--- config.mk ---
export PLATFORM = sky130hd
export DESIGN_NAME = tcw_queue
export DESIGN_NICKNAME = d
export VERILOG_FILES = /design/src/tcw_pkg.sv /design/src/tcw_queue.sv
export SDC_FILE = /design/constraint.sdc
export NUM_CORES = 1
export LEC_CHECK = 0
export BUFFER_PORTS_ARGS = -buffer_cell sky130_fd_sc_hd__buf_4
export CORE_MARGIN = 2
export CORE_UTILIZATION = 35
export CTS_CLUSTER_DIAMETER = 40
export CTS_CLUSTER_SIZE = 14
export DETAILED_ROUTE_END_ITERATION = 16
export GPL_ROUTABILITY_DRIVEN = 0
export SLEW_MARGIN = 20
export SYNTH_ARGS = -nofsm -noshare
export SYNTH_HDL_FRONTEND = slang
export SYNTH_SLANG_ARGS = --single-unit
--- constraint.sdc ---
create_clock -name clk -period 2.9 [get_ports clk]
set_input_delay 0.29 -clock clk [delete_from_list [all_inputs] [get_ports clk]]
set_output_delay 0.29 -clock clk [all_outputs]
set_load 0.05 [all_outputs]
--- src/tcw_pkg.sv ---
// Shared types, constants and address helper for the text console writer.
`timescale 1ns / 1ps
`default_nettype none

package tcw_pkg;

    // Screen geometry.
    localparam int COLS = 80;
    localparam int ROWS = 25;
    localparam int CELLS = ROWS * COLS;

    // Field widths fixed by the item layout.
    localparam int ROW_W = 5;
    localparam int COL_W = 7;
    localparam int CHAR_W = 8;
    localparam int ATTR_W = 8;
    localparam int COLOR_W = 4;
    localparam int ADDR_W = $clog2(CELLS);

    localparam int QUEUE_DEPTH = 2;
    localparam int QPTR_W = (QUEUE_DEPTH > 1) ? $clog2(QUEUE_DEPTH) : 1;
    localparam int QCNT_W = $clog2(QUEUE_DEPTH + 1);

    // Request codes.
    localparam logic [1:0] REQ_PUT = 2'd0;
    localparam logic [1:0] REQ_READ = 2'd1;
    localparam logic [1:0] REQ_CLEAR = 2'd2;

    // Configuration register indexes.
    localparam int CFG_IDX_W = 1;
    localparam logic [CFG_IDX_W-1:0] CFG_FG = 1'b0;
    localparam logic [CFG_IDX_W-1:0] CFG_BG = 1'b1;

    // Character codes.
    localparam logic [CHAR_W-1:0] CH_NEWLINE = 8'd10;
    localparam logic [CHAR_W-1:0] CH_RETURN = 8'd13;
    localparam logic [CHAR_W-1:0] CH_BACKSPACE = 8'd8;
    localparam logic [CHAR_W-1:0] CH_BLANK = 8'd32;
    localparam logic [ATTR_W-1:0] RESET_ATTR = 8'h0F;
    localparam logic [COLOR_W-1:0] FG_RESET = 4'd15;
    localparam logic [COLOR_W-1:0] BG_RESET = 4'd0;

    typedef struct packed {
        logic [1:0]        req_type;
        logic [CHAR_W-1:0] char_code;
        logic [ROW_W-1:0]  read_row;
        logic [COL_W-1:0]  read_col;
    } in_beat_t;

    typedef struct packed {
        logic [CHAR_W-1:0] cell_char;
        logic [ATTR_W-1:0] cell_attr;
        logic [COL_W-1:0]  cursor_col;
        logic [ROW_W-1:0]  cursor_row;
    } out_beat_t;

    typedef enum logic [2:0] {
        OP_PUT       = 3'd0,
        OP_NEWLINE   = 3'd1,
        OP_RETURN    = 3'd2,
        OP_BACKSPACE = 3'd3,
        OP_READ      = 3'd4,
        OP_CLEAR     = 3'd5,
        OP_NOP       = 3'd6
    } cmd_op_t;

    typedef struct packed {
        cmd_op_t           op;
        logic [CHAR_W-1:0] char_code;
        logic [ROW_W-1:0]  read_row;
        logic [COL_W-1:0]  read_col;
    } cmd_t;

    typedef struct packed {
        logic fill_busy;
    } back_status_t;

    // Physical cell address of a logical row and column under a top-row offset.
    function automatic logic [ADDR_W-1:0] phys_addr(
        input logic [ROW_W-1:0] top,
        input logic [ROW_W-1:0] row,
        input logic [COL_W-1:0] col
    );
        logic [ROW_W:0] sum;
        logic [ADDR_W-1:0] prod;
        sum = (ROW_W + 1)'(top) + (ROW_W + 1)'(row);
        if (sum >= (ROW_W + 1)'(ROWS)) begin
            sum = sum - (ROW_W + 1)'(ROWS);
        end
        prod = ADDR_W'(sum) * ADDR_W'(COLS);
        return prod + ADDR_W'(col);
    endfunction

endpackage

`default_nettype wire

--- src/tcw_queue.sv ---
// Short command queue between the front end and the back end.
`timescale 1ns / 1ps
`default_nettype none

module tcw_queue (
    input  wire                clk,
    input  wire                rst_n,
    input  wire                push,
    input  tcw_pkg::cmd_t      push_cmd,
    output logic               push_ready,
    input  wire                pop,
    output logic               pop_valid,
    output tcw_pkg::cmd_t      pop_cmd
);

    tcw_pkg::cmd_t                slots_reg [tcw_pkg::QUEUE_DEPTH];
    logic [tcw_pkg::QPTR_W-1:0]   wr_ptr_reg;
    logic [tcw_pkg::QPTR_W-1:0]   wr_ptr_next;
    logic [tcw_pkg::QPTR_W-1:0]   rd_ptr_reg;
    logic [tcw_pkg::QPTR_W-1:0]   rd_ptr_next;
    logic [tcw_pkg::QCNT_W-1:0]   count_reg;
    logic [tcw_pkg::QCNT_W-1:0]   count_next;
    logic                         do_push;
    logic                         do_pop;

    localparam logic [tcw_pkg::QPTR_W-1:0] PTR_LAST =
        tcw_pkg::QPTR_W'(tcw_pkg::QUEUE_DEPTH - 1);

    assign push_ready = (count_reg < tcw_pkg::QCNT_W'(tcw_pkg::QUEUE_DEPTH));
    assign pop_valid = (count_reg != '0);
    assign pop_cmd = slots_reg[rd_ptr_reg];
    assign do_push = push && push_ready;
    assign do_pop = pop && pop_valid;

    always_comb
    begin
        wr_ptr_next = wr_ptr_reg;
        rd_ptr_next = rd_ptr_reg;
        count_next = count_reg;
        if (do_push) begin
            wr_ptr_next = (wr_ptr_reg == PTR_LAST) ? '0 : wr_ptr_reg + 1'b1;
        end
        if (do_pop) begin
            rd_ptr_next = (rd_ptr_reg == PTR_LAST) ? '0 : rd_ptr_reg + 1'b1;
        end
        if (do_push && !do_pop) begin
            count_next = count_reg + 1'b1;
        end else if (do_pop && !do_push) begin
            count_next = count_reg - 1'b1;
        end
    end

    always_ff @(posedge clk or negedge rst_n)
    begin
        if (!rst_n) begin
            wr_ptr_reg <= '0;
            rd_ptr_reg <= '0;
            count_reg <= '0;
        end else begin
            wr_ptr_reg <= wr_ptr_next;
            rd_ptr_reg <= rd_ptr_next;
            count_reg <= count_next;
        end
    end

    always_ff @(posedge clk)
    begin
        if (do_push) begin
            slots_reg[wr_ptr_reg] <= push_cmd;
        end
    end

endmodule

`default_nettype wire

==> After elaboration in Yosys (flattened, before gate mapping) <==
Memory sizes are Yosys's and may differ from the RTL's.
Cells that the tools add are included.
{ "word_totals": {"ff_bits": 4, "mem_bits_rw": 46, "output_inout_bits": 25, "n_memories": 1} }
{ "memory_table": {"columns": ["name", "depth", "width", "rd", "rd_clocked_by_memory_dff", "wr", "line", "text"], "rows": [
  ["slots_reg", 2, 23, 1, 0, 1, "tcw_queue.sv:16", "tcw_pkg::cmd_t slots_reg [tcw_pkg::QUEUE_DEPTH];"]
]} }
{ "op_classes": {"add_sub_neg": 4, "magnitude_cmp": 1, "n_mux": 6, "n_reduce_logical": 8} }
{ "ops": {"columns": ["cell", "count"], "rows": [
  ["logical AND 1 bit", 4],
  ["2-to-1 mux 1 bit", 4],
  ["2-to-1 mux 2 bit", 2],
  ["nonzero test 2 bit", 2],
  ["adder 1 bit (second input constant)", 2],
  ["adder 2 x 1 -> 2 bit (second input constant)", 1],
  ["zero test 1 bit", 2],
  ["less-than comparator 2 bit (second input constant)", 1],
  ["subtractor 2 x 1 -> 2 bit (second input constant)", 1]
]} }

==> Logic depth before layout (Yosys ltp) <==
{ "depth": {"ltp_word": 6, "mapped_depth": 6} }

==> Worst setup path after synthesis <==
OpenSTA, ideal clock, no wires.
{ "synth_timing": {"path_kind": "register -> register", "startpoint": "register count_reg[1] (netlist bit)", "endpoint": "memory slots_reg[0][0] (netlist bit) (enable)", "setup_time_ns": 0.405, "t_arrival_ns": 1.692, "t_required_ns": 2.495, "setup_slack_ns": 0.802, "path_stages_with_launch": 3, "path_buffers": 0, "period_less_slack_ns": 2.098, "path_cell_list": "dfrtp_1 -> nor2b_1 -> nor2b_1"} }
{ "synth_via": {"elab_chain_cells": 4} }
{ "synth_lines": {"columns": ["item", "line", "text"], "rows": [
  ["start: declaration", "tcw_queue.sv:21", "logic [tcw_pkg::QCNT_W-1:0] count_reg;"],
  ["start signal: assignment", "tcw_queue.sv:62", "count_reg <= count_next;"],
  ["less-than comparator 2 bit", "tcw_queue.sv:29", "assign push_ready = (count_reg < tcw_pkg::QCNT_W'(tcw_pkg::QUEUE_DEPTH));"],
  ["logical AND 1 bit", "tcw_queue.sv:32", "assign do_push = push && push_ready;"],
  ["via do_push", "tcw_queue.sv:23", "logic do_push;"],
  ["2-to-1 mux 1 bit", "tcw_queue.sv:68", "if (do_push) begin"],
  ["2-to-1 mux 1 bit (not written as such)", "tcw_queue.sv:69", "slots_reg[wr_ptr_reg] <= push_cmd;"],
  ["end: declaration", "tcw_queue.sv:16", null]
]} }
The timed path passes the listed nets, and every way through them passes these cells.

==> flow_summary.toml <==
[critical_path]
worstSetupStartpoint = "rd_ptr_reg$_DFFE_PN0P_"
timing.rr.end = "slots_reg[0][11]$_DFFE_PP_"
crit_type = "reg2out"
cp_data_required_time_ns = 2.61
r2r-start = "count_reg[1]$_DFFE_PN0P_"
cp.arrival_ns = 1.80
cpPeakStageDelay_ns = 0.53
path_max_fanout = 19
cp_cell_sequence = "buf_4 > mux2_2 > buf_4"
cp_slowest_cell = "dfrtp_1"
r2r.worst_path.cells = 3
timing.critical_path.mode_cell = "buf_4"
r2r_slack_ns = 1.41
end_kind = "output port"
critPathLaunchType = "flip-flop"
endpoint = "pop_cmd[3]"

[logic_synthesis]
synth_compound_area_share_pct = 0
syn_inst = 89
synthAdderAreaFrac_pct = 0.6398
synthDistinctLibCells = 15
synth_top_family_by_area = "multiplexers"
syn-cell-area_mm2 = 0.001956
synth.area.mux_share_pct = 16.89
syn_nets = 117
ys_seq_area_share_pct = 75.75
ys_warn_count = 0
synth_area_per_cell_um2 = 21.97
yosys.area_share.simple_pct = 1.663
synth_xor_xnor_area_share_pct = 2.239
ys_seq_elements = 50

[status]
status = "finished clean"

[detailed_routing]
avgRoutedWirePerCell_um = 13.95
vias_per_cell = 4.326
ant_nets = 0
post-route-drc-count = 0
vias = 956
totalWireLength_um = 3082
drt_first_pass_iters = 3
first_iter_violations = 105

[global_routing]
grt_overflow_total = 0
grt_usage_pct = 10.47
grt_pass1_vias = 1041
grt_max_degree = 24
grt_pass1_wl_um = 4864
grt_antenna_before_repair = 0

[die]
die_y_um = 78.75
io_pins = 52
core_mm2 = 0.005439
dieArea_mm2 = 0.006202
num_rows = 27
initial_core_util_pct = 35.96
fp.dieW_um = 78.75

[power_and_ir_drop]
ir_worst_vdd_v = 0.0004890
p_leak_nw = 0.9916
p_per_area_mw_per_mm2 = 1064

[cts]
clock_latency_ns = 0.29
cts_hold_buf = 1
postCtsSetupRepairBufs = 0
cts_tree = "yes"
cts_resized = 0
cts_max_level = 2
cts.sinks = 50
clk_path_buf_depth = 2
root_buffer = "clkbuf_8"
clkTransAtPathRegs_ns = 0.08
cts_buffers = 5

[placed_design]
port_buffers = 51
place_area_mm2 = 0.002402
dp.final_hpwl_um = 2183
dp.cells = 212

[cells_and_area]
diodes = 0
stdcell_count = 221
nets = 176
stdcell_area_mm2 = 0.002494
drive_gt1_share_pct = 56.38
largest_reg_flops = 46
synthToLayoutAreaGrowth_pct = 27.51

[sta]
hold_viol = 0
max_slew_margin_pct = 77.47
period_share_pct = 72.09
setup_viol = 0
slew_violations = 0
finalClockSkew_ns = 0.006502
period_needed_ns = 2.091
worstMarginPinSlew_ns = 0.3380
rsz0062_at_grt = "false"
setup_tns_ns = 0
fmax_mhz = 478.3

[flow_run]
drv_cap = 0

[min_path]
hp-class = "in2reg"
[layout make-up]
class,instances,area [µm²]
inverter,1,3.754
multi-input combinational,35,421.7
tap,72,90.09
fill,492,2945
sequential,50,1481
timing repair buffer,55,415.4
clock buffer,6,72.57
clock inverter,2,8.758
[layer usage]
layer	vias to the layer above	share of wire [%]	global-route usage, %
met2	39	49	17.78
met3	2	8.0	4.545
met1	462	42	12.20
met5	-	0	0
li1	453	-	-
met4	0	0.39	2.632
[power by group]
part | switching (mW) | internal (mW)
clock | 0.203 | 0.166
sequential | 0.0633 | 0.953
combinational | 0.791 | 0.478
[cells in the mapped netlist]
| cell type | instances | share of area (%) |
|---|---|---|
| and2_1 | 1 | 0.32 |
| buf_12 | 2 | 2.0 |
| buf_6 | 1 | 0.58 |
| dfrtp_1 | 4 | 5.1 |
| edfxtp_1 | 46 | 71 |
| ha_1 | 1 | 0.64 |
| inv_1 | 1 | 0.19 |
| mux2_2 | 4 | 2.3 |
| mux2_4 | 19 | 15 |
| nand2_1 | 1 | 0.19 |
| nor2_1 | 1 | 0.19 |
| nor2b_1 | 2 | 0.64 |
| or2_1 | 1 | 0.32 |
| xnor2_1 | 3 | 1.3 |
| xor2_1 | 2 | 0.90 |
[worst min path at each step]
stage,from,end,slack [ns],depth (start not counted)
2_1_floorplan,rst_n,count_reg[0]$_DFFE_PN0P_,-0.006,0
6_report,push_cmd[4],slots_reg[1][4]$_DFFE_PP_,0.18,1
3_5_place_dp,rst_n,count_reg[0]$_DFFE_PN0P_,0.09,1
4_1_cts,push_cmd[2],slots_reg[0][2]$_DFFE_PP_,0.17,1
3_3_place_gp,rst_n,count_reg[1]$_DFFE_PN0P_,0.09,1
5_1_grt,push_cmd[15],slots_reg[1][15]$_DFFE_PP_,0.16,1
[cell usage in the layout (no fill, tap or decap)]
cell type	instances
clkinv_1	1
dlygate4sd3_1	1
mux2_2	4
inv_1	1
nand2_1	1
and2_1	1
nor2_1	1
xor2_1	2
edfxtp_1	46
nor2b_2	1
ha_1	1
clkinv_2	1
xnor2_1	3
mux2_4	19
clkbuf_8	5
nor2b_1	1
or2_1	1
dfrtp_1	4
buf_4	54
clkbuf_1	1
[cells by family (layout without fill, tap and decap cells)]
group / Yosys count / count (layout)
buffers and inverters: 4 / 64
muxes: 23 / 23
DFF: 50 / 50
xor gates and xnor gates: 5 / 5
adders and majority gates: 1 / 1
and+or+nand+nor: 6 / 6
[through the flow]
step                hold slack, ns  power, mW  setup slack [ns]  utilization (%)
CTS                         0.1692      2.690            0.7700            45.85
detailed placement         0.08957      2.320             1.109            44.17
finish                      0.1788      2.654            0.8094            45.85
floorplan                -0.005591      2.054            0.8024                -
global placement           0.09009      2.297             1.153            44.17
global route                0.1639      2.780            0.7171            45.85
[critical path, delay by kind of cell, from the launching register on]
kind | cells | cell delay, ns
flip-flops | 1 | 0.53
multiplexers | 1 | 0.39
buffers and inverters | 2 | 0.59
(Power assumes the default switching activity.)
