<file path="src/tcw_pkg.sv">
// Shared types, constants and address helper for the text console writer.
`timescale 1ns / 1ps
`default_nettype none

package tcw_pkg;

    // Screen geometry.
    localparam int COLS = 80;
    localparam int ROWS = 25;
    localparam int CELLS = ROWS * COLS;

    // Field widths fixed by the item layout.
    localparam int ROW_W = 5;
    localparam int COL_W = 7;
    localparam int CHAR_W = 8;
    localparam int ATTR_W = 8;
    localparam int COLOR_W = 4;
    localparam int ADDR_W = $clog2(CELLS);

    localparam int QUEUE_DEPTH = 2;
    localparam int QPTR_W = (QUEUE_DEPTH > 1) ? $clog2(QUEUE_DEPTH) : 1;
    localparam int QCNT_W = $clog2(QUEUE_DEPTH + 1);

    // Request codes.
    localparam logic [1:0] REQ_PUT = 2'd0;
    localparam logic [1:0] REQ_READ = 2'd1;
    localparam logic [1:0] REQ_CLEAR = 2'd2;

    // Configuration register indexes.
    localparam int CFG_IDX_W = 1;
    localparam logic [CFG_IDX_W-1:0] CFG_FG = 1'b0;
    localparam logic [CFG_IDX_W-1:0] CFG_BG = 1'b1;

    // Character codes.
    localparam logic [CHAR_W-1:0] CH_NEWLINE = 8'd10;
    localparam logic [CHAR_W-1:0] CH_RETURN = 8'd13;
    localparam logic [CHAR_W-1:0] CH_BACKSPACE = 8'd8;
    localparam logic [CHAR_W-1:0] CH_BLANK = 8'd32;
    localparam logic [ATTR_W-1:0] RESET_ATTR = 8'h0F;
    localparam logic [COLOR_W-1:0] FG_RESET = 4'd15;
    localparam logic [COLOR_W-1:0] BG_RESET = 4'd0;

    typedef struct packed {
        logic [1:0]        req_type;
        logic [CHAR_W-1:0] char_code;
        logic [ROW_W-1:0]  read_row;
        logic [COL_W-1:0]  read_col;
    } in_beat_t;

    typedef struct packed {
        logic [CHAR_W-1:0] cell_char;
        logic [ATTR_W-1:0] cell_attr;
        logic [COL_W-1:0]  cursor_col;
        logic [ROW_W-1:0]  cursor_row;
    } out_beat_t;

    typedef enum logic [2:0] {
        OP_PUT       = 3'd0,
        OP_NEWLINE   = 3'd1,
        OP_RETURN    = 3'd2,
        OP_BACKSPACE = 3'd3,
        OP_READ      = 3'd4,
        OP_CLEAR     = 3'd5,
        OP_NOP       = 3'd6
    } cmd_op_t;

    typedef struct packed {
        cmd_op_t           op;
        logic [CHAR_W-1:0] char_code;
        logic [ROW_W-1:0]  read_row;
        logic [COL_W-1:0]  read_col;
    } cmd_t;

    typedef struct packed {
        logic fill_busy;
    } back_status_t;

    // Physical cell address of a logical row and column under a top-row offset.
    function automatic logic [ADDR_W-1:0] phys_addr(
        input logic [ROW_W-1:0] top,
        input logic [ROW_W-1:0] row,
        input logic [COL_W-1:0] col
    );
        logic [ROW_W:0] sum;
        logic [ADDR_W-1:0] prod;
        sum = (ROW_W + 1)'(top) + (ROW_W + 1)'(row);
        if (sum >= (ROW_W + 1)'(ROWS)) begin
            sum = sum - (ROW_W + 1)'(ROWS);
        end
        prod = ADDR_W'(sum) * ADDR_W'(COLS);
        return prod + ADDR_W'(col);
    endfunction

endpackage

`default_nettype wire

</file>
<file path="src/tcw_front.sv">
// Front end: accepts input beats and classifies them into back-end commands.
`timescale 1ns / 1ps
`default_nettype none

module tcw_front (
    input  wire               clk,
    input  wire               rst_n,
    input  wire               hold,
    input  wire               in_valid,
    output logic              in_stall,
    input  tcw_pkg::in_beat_t in_data,
    output logic              push,
    output tcw_pkg::cmd_t     push_cmd,
    input  wire               push_ready
);

    logic          valid_reg;
    logic          valid_next;
    tcw_pkg::cmd_t cmd_reg;
    tcw_pkg::cmd_t cmd_next;
    tcw_pkg::cmd_t cmd_class;
    logic          accept;

    assign in_stall = hold || (valid_reg && !push_ready);
    assign accept = in_valid && !in_stall;
    assign push = valid_reg && push_ready;
    assign push_cmd = cmd_reg;

    always_comb
    begin
        cmd_class.char_code = in_data.char_code;
        cmd_class.read_row = in_data.read_row;
        cmd_class.read_col = in_data.read_col;
        case (in_data.req_type)
            tcw_pkg::REQ_PUT:
            begin
                if (in_data.char_code == tcw_pkg::CH_NEWLINE) begin
                    cmd_class.op = tcw_pkg::OP_NEWLINE;
                end else if (in_data.char_code == tcw_pkg::CH_RETURN) begin
                    cmd_class.op = tcw_pkg::OP_RETURN;
                end else if (in_data.char_code == tcw_pkg::CH_BACKSPACE) begin
                    cmd_class.op = tcw_pkg::OP_BACKSPACE;
                end else begin
                    cmd_class.op = tcw_pkg::OP_PUT;
                end
            end
            tcw_pkg::REQ_READ:
            begin
                // A read outside the screen reports zeros, like an unused request.
                if ((int'(in_data.read_row) < tcw_pkg::ROWS)
                        && (int'(in_data.read_col) < tcw_pkg::COLS)) begin
                    cmd_class.op = tcw_pkg::OP_READ;
                end else begin
                    cmd_class.op = tcw_pkg::OP_NOP;
                end
            end
            tcw_pkg::REQ_CLEAR:
            begin
                cmd_class.op = tcw_pkg::OP_CLEAR;
            end
            default:
            begin
                cmd_class.op = tcw_pkg::OP_NOP;
            end
        endcase
    end

    always_comb
    begin
        valid_next = valid_reg;
        cmd_next = cmd_reg;
        if (push) begin
            valid_next = 1'b0;
        end
        if (accept) begin
            valid_next = 1'b1;
            cmd_next = cmd_class;
        end
    end

    always_ff @(posedge clk or negedge rst_n)
    begin
        if (!rst_n) begin
            valid_reg <= 1'b0;
        end else begin
            valid_reg <= valid_next;
        end
    end

    always_ff @(posedge clk)
    begin
        cmd_reg <= cmd_next;
    end

endmodule

`default_nettype wire

</file>
<file path="config.mk">
export PLATFORM = sky130hd
export DESIGN_NAME = tcw_front
export DESIGN_NICKNAME = d
export VERILOG_FILES = /design/src/tcw_pkg.sv /design/src/tcw_front.sv
export SDC_FILE = /design/constraint.sdc
export NUM_CORES = 1
export LEC_CHECK = 0
export BUFFER_PORTS_ARGS = -buffer_cell sky130_fd_sc_hd__buf_2
export CORE_UTILIZATION = 25
export DETAILED_ROUTE_END_ITERATION = 10
export PLACE_DENSITY = 0.6
export SLEW_MARGIN = 20
export SYNTH_ARGS = -nofsm -noshare
export SYNTH_HDL_FRONTEND = slang
export SYNTH_SLANG_ARGS = --single-unit
</file>
<file path="constraint.sdc">
create_clock -name clk -period 3.2 [get_ports clk]
set_input_delay 0.48 -clock clk [delete_from_list [all_inputs] [get_ports clk]]
set_output_delay 0.48 -clock clk [all_outputs]
set_load 0.02 [all_outputs]
</file>
# Word level (Yosys, flattened, before mapping)
# Cells that the tools add are included.
[totals]
out_inout_bits = 25
register_bits = 24
[op_classes]
n_eq_ne = 5
magnitude_cmp = 2
reduce_logical = 9
n_mux = 7
[op_table]
columns = ["cell", "count"]
rows = [
  ["$eq A8 B4 Y1 const B", 3],
  ["$pmux W3 S3", 1],
  ["$mux W2", 4],
  ["$lt A7 B7 Y1 const B", 1],
  ["$lt A5 B5 Y1 const B", 1],
  ["$logic_and A1 B1 Y1", 4],
  ["$eq A2 B1 Y1 const B", 1],
  ["$eq A2 B2 Y1 const B", 1],
  ["$logic_not A1 Y1", 2],
  ["$logic_not A2 Y1", 1],
  ["$mux W1", 2],
  ["$reduce_bool A2 Y1", 1],
  ["$logic_or A1 B1 Y1", 1],
]

# Longest topological paths before layout
[depth]
word_depth = 6
ltp_mapped = 3
ltp_nobuf = 3

# Worst setup path before layout
# Ideal clock, no wire load.
[synth_path]
path_type = "input -> register"
from = "input push_ready"
to = "register cmd_reg, in the netlist push_cmd[0] (enable)"
path_stages = 2
path_buffers = 0
arrival_ns = 2.342
slack_ns = 0.421
path_cell_list = "nand2b_1 nor3b_1"
[synth_between]
elab_chain_cells = 5
[synth_lines]
columns = ["item", "line_no", "text"]
rows = [
  ["start: declaration", "tcw_front.sv:14", "input wire push_ready"],
  ["$logic_not A1 Y1", "tcw_front.sv:24", "assign in_stall = hold || (valid_reg && !push_ready);"],
  ["$logic_and A1 B1 Y1", "tcw_front.sv:24", ""],
  ["$logic_or A1 B1 Y1", "tcw_front.sv:24", ""],
  ["$logic_not A1 Y1", "tcw_front.sv:25", "assign accept = in_valid && !in_stall;"],
  ["$logic_and A1 B1 Y1", "tcw_front.sv:25", ""],
  ["net accept", "tcw_front.sv:22", "logic accept;"],
  ["end signal: assignment", "tcw_front.sv:92", "cmd_reg <= cmd_next;"],
  ["end: declaration", "tcw_front.sv:19", "tcw_pkg::cmd_t cmd_reg;"],
]
# The timed path passes the listed nets, and every way through them passes these cells.
# A chain may end at the register's enable or synchronous reset.

# Worst setup path in the final report
[layout_path]
from = "register valid_reg"
to = "register cmd_reg, in the netlist push_cmd[13] (enable)"
[layout_between]
elab_chain_cells = 4
[layout_lines]
columns = ["item", "line_no", "text"]
rows = [
  ["start: declaration", "tcw_front.sv:17", "logic valid_reg;"],
  ["start signal: assignment", "tcw_front.sv:86", "valid_reg <= valid_next;"],
  ["$logic_and A1 B1 Y1", "tcw_front.sv:24", ""],
  ["$logic_or A1 B1 Y1", "tcw_front.sv:24", ""],
  ["$logic_not A1 Y1", "tcw_front.sv:25", ""],
  ["$logic_and A1 B1 Y1", "tcw_front.sv:25", ""],
  ["net accept", "tcw_front.sv:22", ""],
]
# The timed path passes the listed nets, and every way through them passes these cells.

==> summary.md <==
| Metric | Value |
|---|---|
| Status | `complete, no violations` |
| Initial DRT Pass Iterations | `2` |
| Syn Inst Count | `42` |
| DP Area | `0.001157 mm^2` |
| Post-route cell area | `0.001220 mm^2` |
| Pin count of the biggest net entering global routing | `15` |
| Worst setup margin | `1.477 ns` |
| Slew margin rel. | `53.39%` |
| Total GRT Usage | `9.233%` |
| Netlist cell types | `19` |
| Worst Path Max Fanout | `14` |
| WL per Instance | `11.15 um` |
| Port Buffers | `51` |
| IO Count | `52` |
| Vias in the first global route | `549` |
| Most area-hungry cell type in the Yosys netlist | `edfxtp_1` |
| Dpl ws | `1.224 ns` |
| Clk slew on worst S/H paths | `0.13 ns` |
| Final max-slew violation count | `0` |
| Worst hold path depth | `1` |
| EDFF count, synth | `23` |
| Req. time, crit path | `3.22 ns` |
| Clk sinks | `24` |
| Starting DRT DRC Count | `14` |
| Critical path capture point type | `flop` |
| Num CTS Buffers | `3` |
| Dpl hpwl | `1302 um` |
| Max reg flops | `23` |
| Cell Chain, Critical Path | `nand2b_1 -> nor3b_2 -> buf_4` |
| Clock Latency Late Sink | `0.31 ns` |
| Register area share after synthesis | `85.76%` |
| CTS root buf | `clkbuf_4` |
| Tmin final | `1.723 ns` |
| #FFs+latches synth | `24` |
| Antenna violations before repair | `0` |
| Diodes inserted | `0` |
| CP max stage cell | `nor3b_2` |
| Post-Syn Nets | `69` |
| Proportion of layout cells with a drive suffix above 1 | `59.60%` |
| Placer Congestion | `0.6778` |
| Max cap viols | `0` |
| Top post-synthesis cells by count | `edfxtp_1 (23), nand2b_1 (2)` |
| Layout Nets | `127` |
| Cells resized by post-CTS repair | `0` |
| Setup_tns | `0 ns` |
| Hold Slack | `0.3360 ns` |
| Core Region | `0.003103 mm^2` |
| Clock skew | `0.001816 ns` |
| CP Class | `reg -> reg` |
| Worst min-delay path class | `in -> reg` |
| Final period util | `53.84%` |
| Crit path launch type | `flop` |
| Mapped cell area | `834.6 um^2` |
| Synth Flop Type | `edfxtp_1` |
| # rows | `20` |
| Area share of the largest cell type after synthesis | `82.76%` |
| Crit-path max cell delay | `0.60 ns` |
| Util after Layout | `39.31%` |
| Lkg Pwr | `0.5071 nW` |
| Worst-Margin Slew | `0.6962 ns` |
| YS warnings | `0` |
| Post-CTS Repair Setup Buffers | `0` |
| Max clock buf depth | `2` |
| Leading post-synthesis cells by cell area | `edfxtp_1 (83%), dfrtp_1 (3.0%), nand2b_1 (1.5%)` |
| Maximum vdd ir drop | `0.2119 mV` |
| Die X | `59.78 um` |
| Initial Util | `26.90%` |
| Final hold violation count | `0` |
| ANT nets after route | `0` |
| DRC Markers | `0` |
| Endpoints failing setup | `0` |
| Fmax | `0.5804 GHz` |
| Drt total wl | `1594 um` |
| R2R depth | `3` |
| Most frequent cell after synthesis | `edfxtp_1` |
| Filler Cells Inserted | `319` |
| Avg Cell Area, Syn | `19.87 um^2` |
| H-tree levels | `1` |
| Area delta synth->final | `46.18%` |
| Global route overflow | `0` |
| Async SR Flop Fraction | `4.167%` |
| Die footprint | `0.003573 mm^2` |
| CTS tree | `done` |
| Hold Buf Count CTS | `1` |
| Power Density | `529.6 mW/mm^2` |
| Avg Vias per Cell | `3.930` |
| First-pass GRT wire length | `2290 um` |
| RSZ-0062 raised after global routing | `no` |
| WP data arrival | `1.75 ns` |
| Die Ht | `59.78 um` |
| Vias | `562` |
==> through the flow <==
step | std cells | total power, mW
finish | 143 | 0.6460
global route | 143 | 0.6705
CTS | 143 | 0.6519
floorplan | 42 | 0.4035
detailed placement | 138 | 0.4399
global placement | 138 | 0.4386
==> area by class of cell <==
cell class / count / area, um^2 / area share, %
clock buffer: 3 / 22.52 / 1.846
clock inverter: 1 / 30.03 / 2.462
inverter: 1 / 3.754 / 0.3077
multi-input combinational: 17 / 120.1 / 9.846
sequential: 24 / 715.7 / 58.67
tap: 44 / 55.05 / 4.513
timing repair buffer: 53 / 272.8 / 22.36
==> worst paths after layout <==
| check | endpoint | slack (ns) | start |
|---|---|---|---|
| hold / removal | push_cmd[0]$_DFFE_PP_ | 0.34 | in_data[0] |
| setup reg to reg | push_cmd[13]$_DFFE_PP_ | 1.48 | valid_reg$_DFFE_PN0P_ |
| hold reg to reg | valid_reg$_DFFE_PN0P_ | 0.55 | valid_reg$_DFFE_PN0P_ |
| min in group asynchronous | valid_reg$_DFFE_PN0P_ | 0.45 | rst_n |
| max in group asynchronous | valid_reg$_DFFE_PN0P_ | 2.67 | rst_n |
| setup / recovery | push_cmd[13]$_DFFE_PP_ | 1.48 | valid_reg$_DFFE_PN0P_ |
==> report_power, final <==
part	total (mW)	switching (mW)	internal [mW]
combinational	0.0687	0.0409	0.0279
clock	0.214	0.0874	0.127
sequential	0.363	0.00298	0.360
total	0.646	0.131	0.515
==> worst max-delay path: cells and delay by family (launching register included) <==
family	cells	cell delay (ns)
buf+inv	1	0.34
flops	1	0.40
simple gates	2	0.71
==> metal layers <==
layer	vias up	global-route usage [%]	wire length (um)
met2	24	16.67	877
li1	280	-	-
met1	254	8.738	541
met5	-	0	0
met4	0	6.977	38
met3	4	2.597	136
==> kinds of logic (layout without fill, tap and decap cells) <==
| logic type | after synthesis | count (layout) | synth area share, % |
|---|---|---|---|
| compound gates | 5 | 5 | 4.797 |
| xor+xnor | 1 | 1 | 1.050 |
| simple gates | 11 | 11 | 7.947 |
| flops | 24 | 24 | 85.76 |
| buf+inv | 1 | 58 | 0.4493 |
==> placed cells by master, fill, tap and decap left out, types with 2 or more instances in the layout <==
cell	netlist	final
nand2b_1	2	2
clkbuf_4	0	3
edfxtp_1	23	23
buf_2	0	51
No activity file was read; power rests on OpenSTA's default activity.
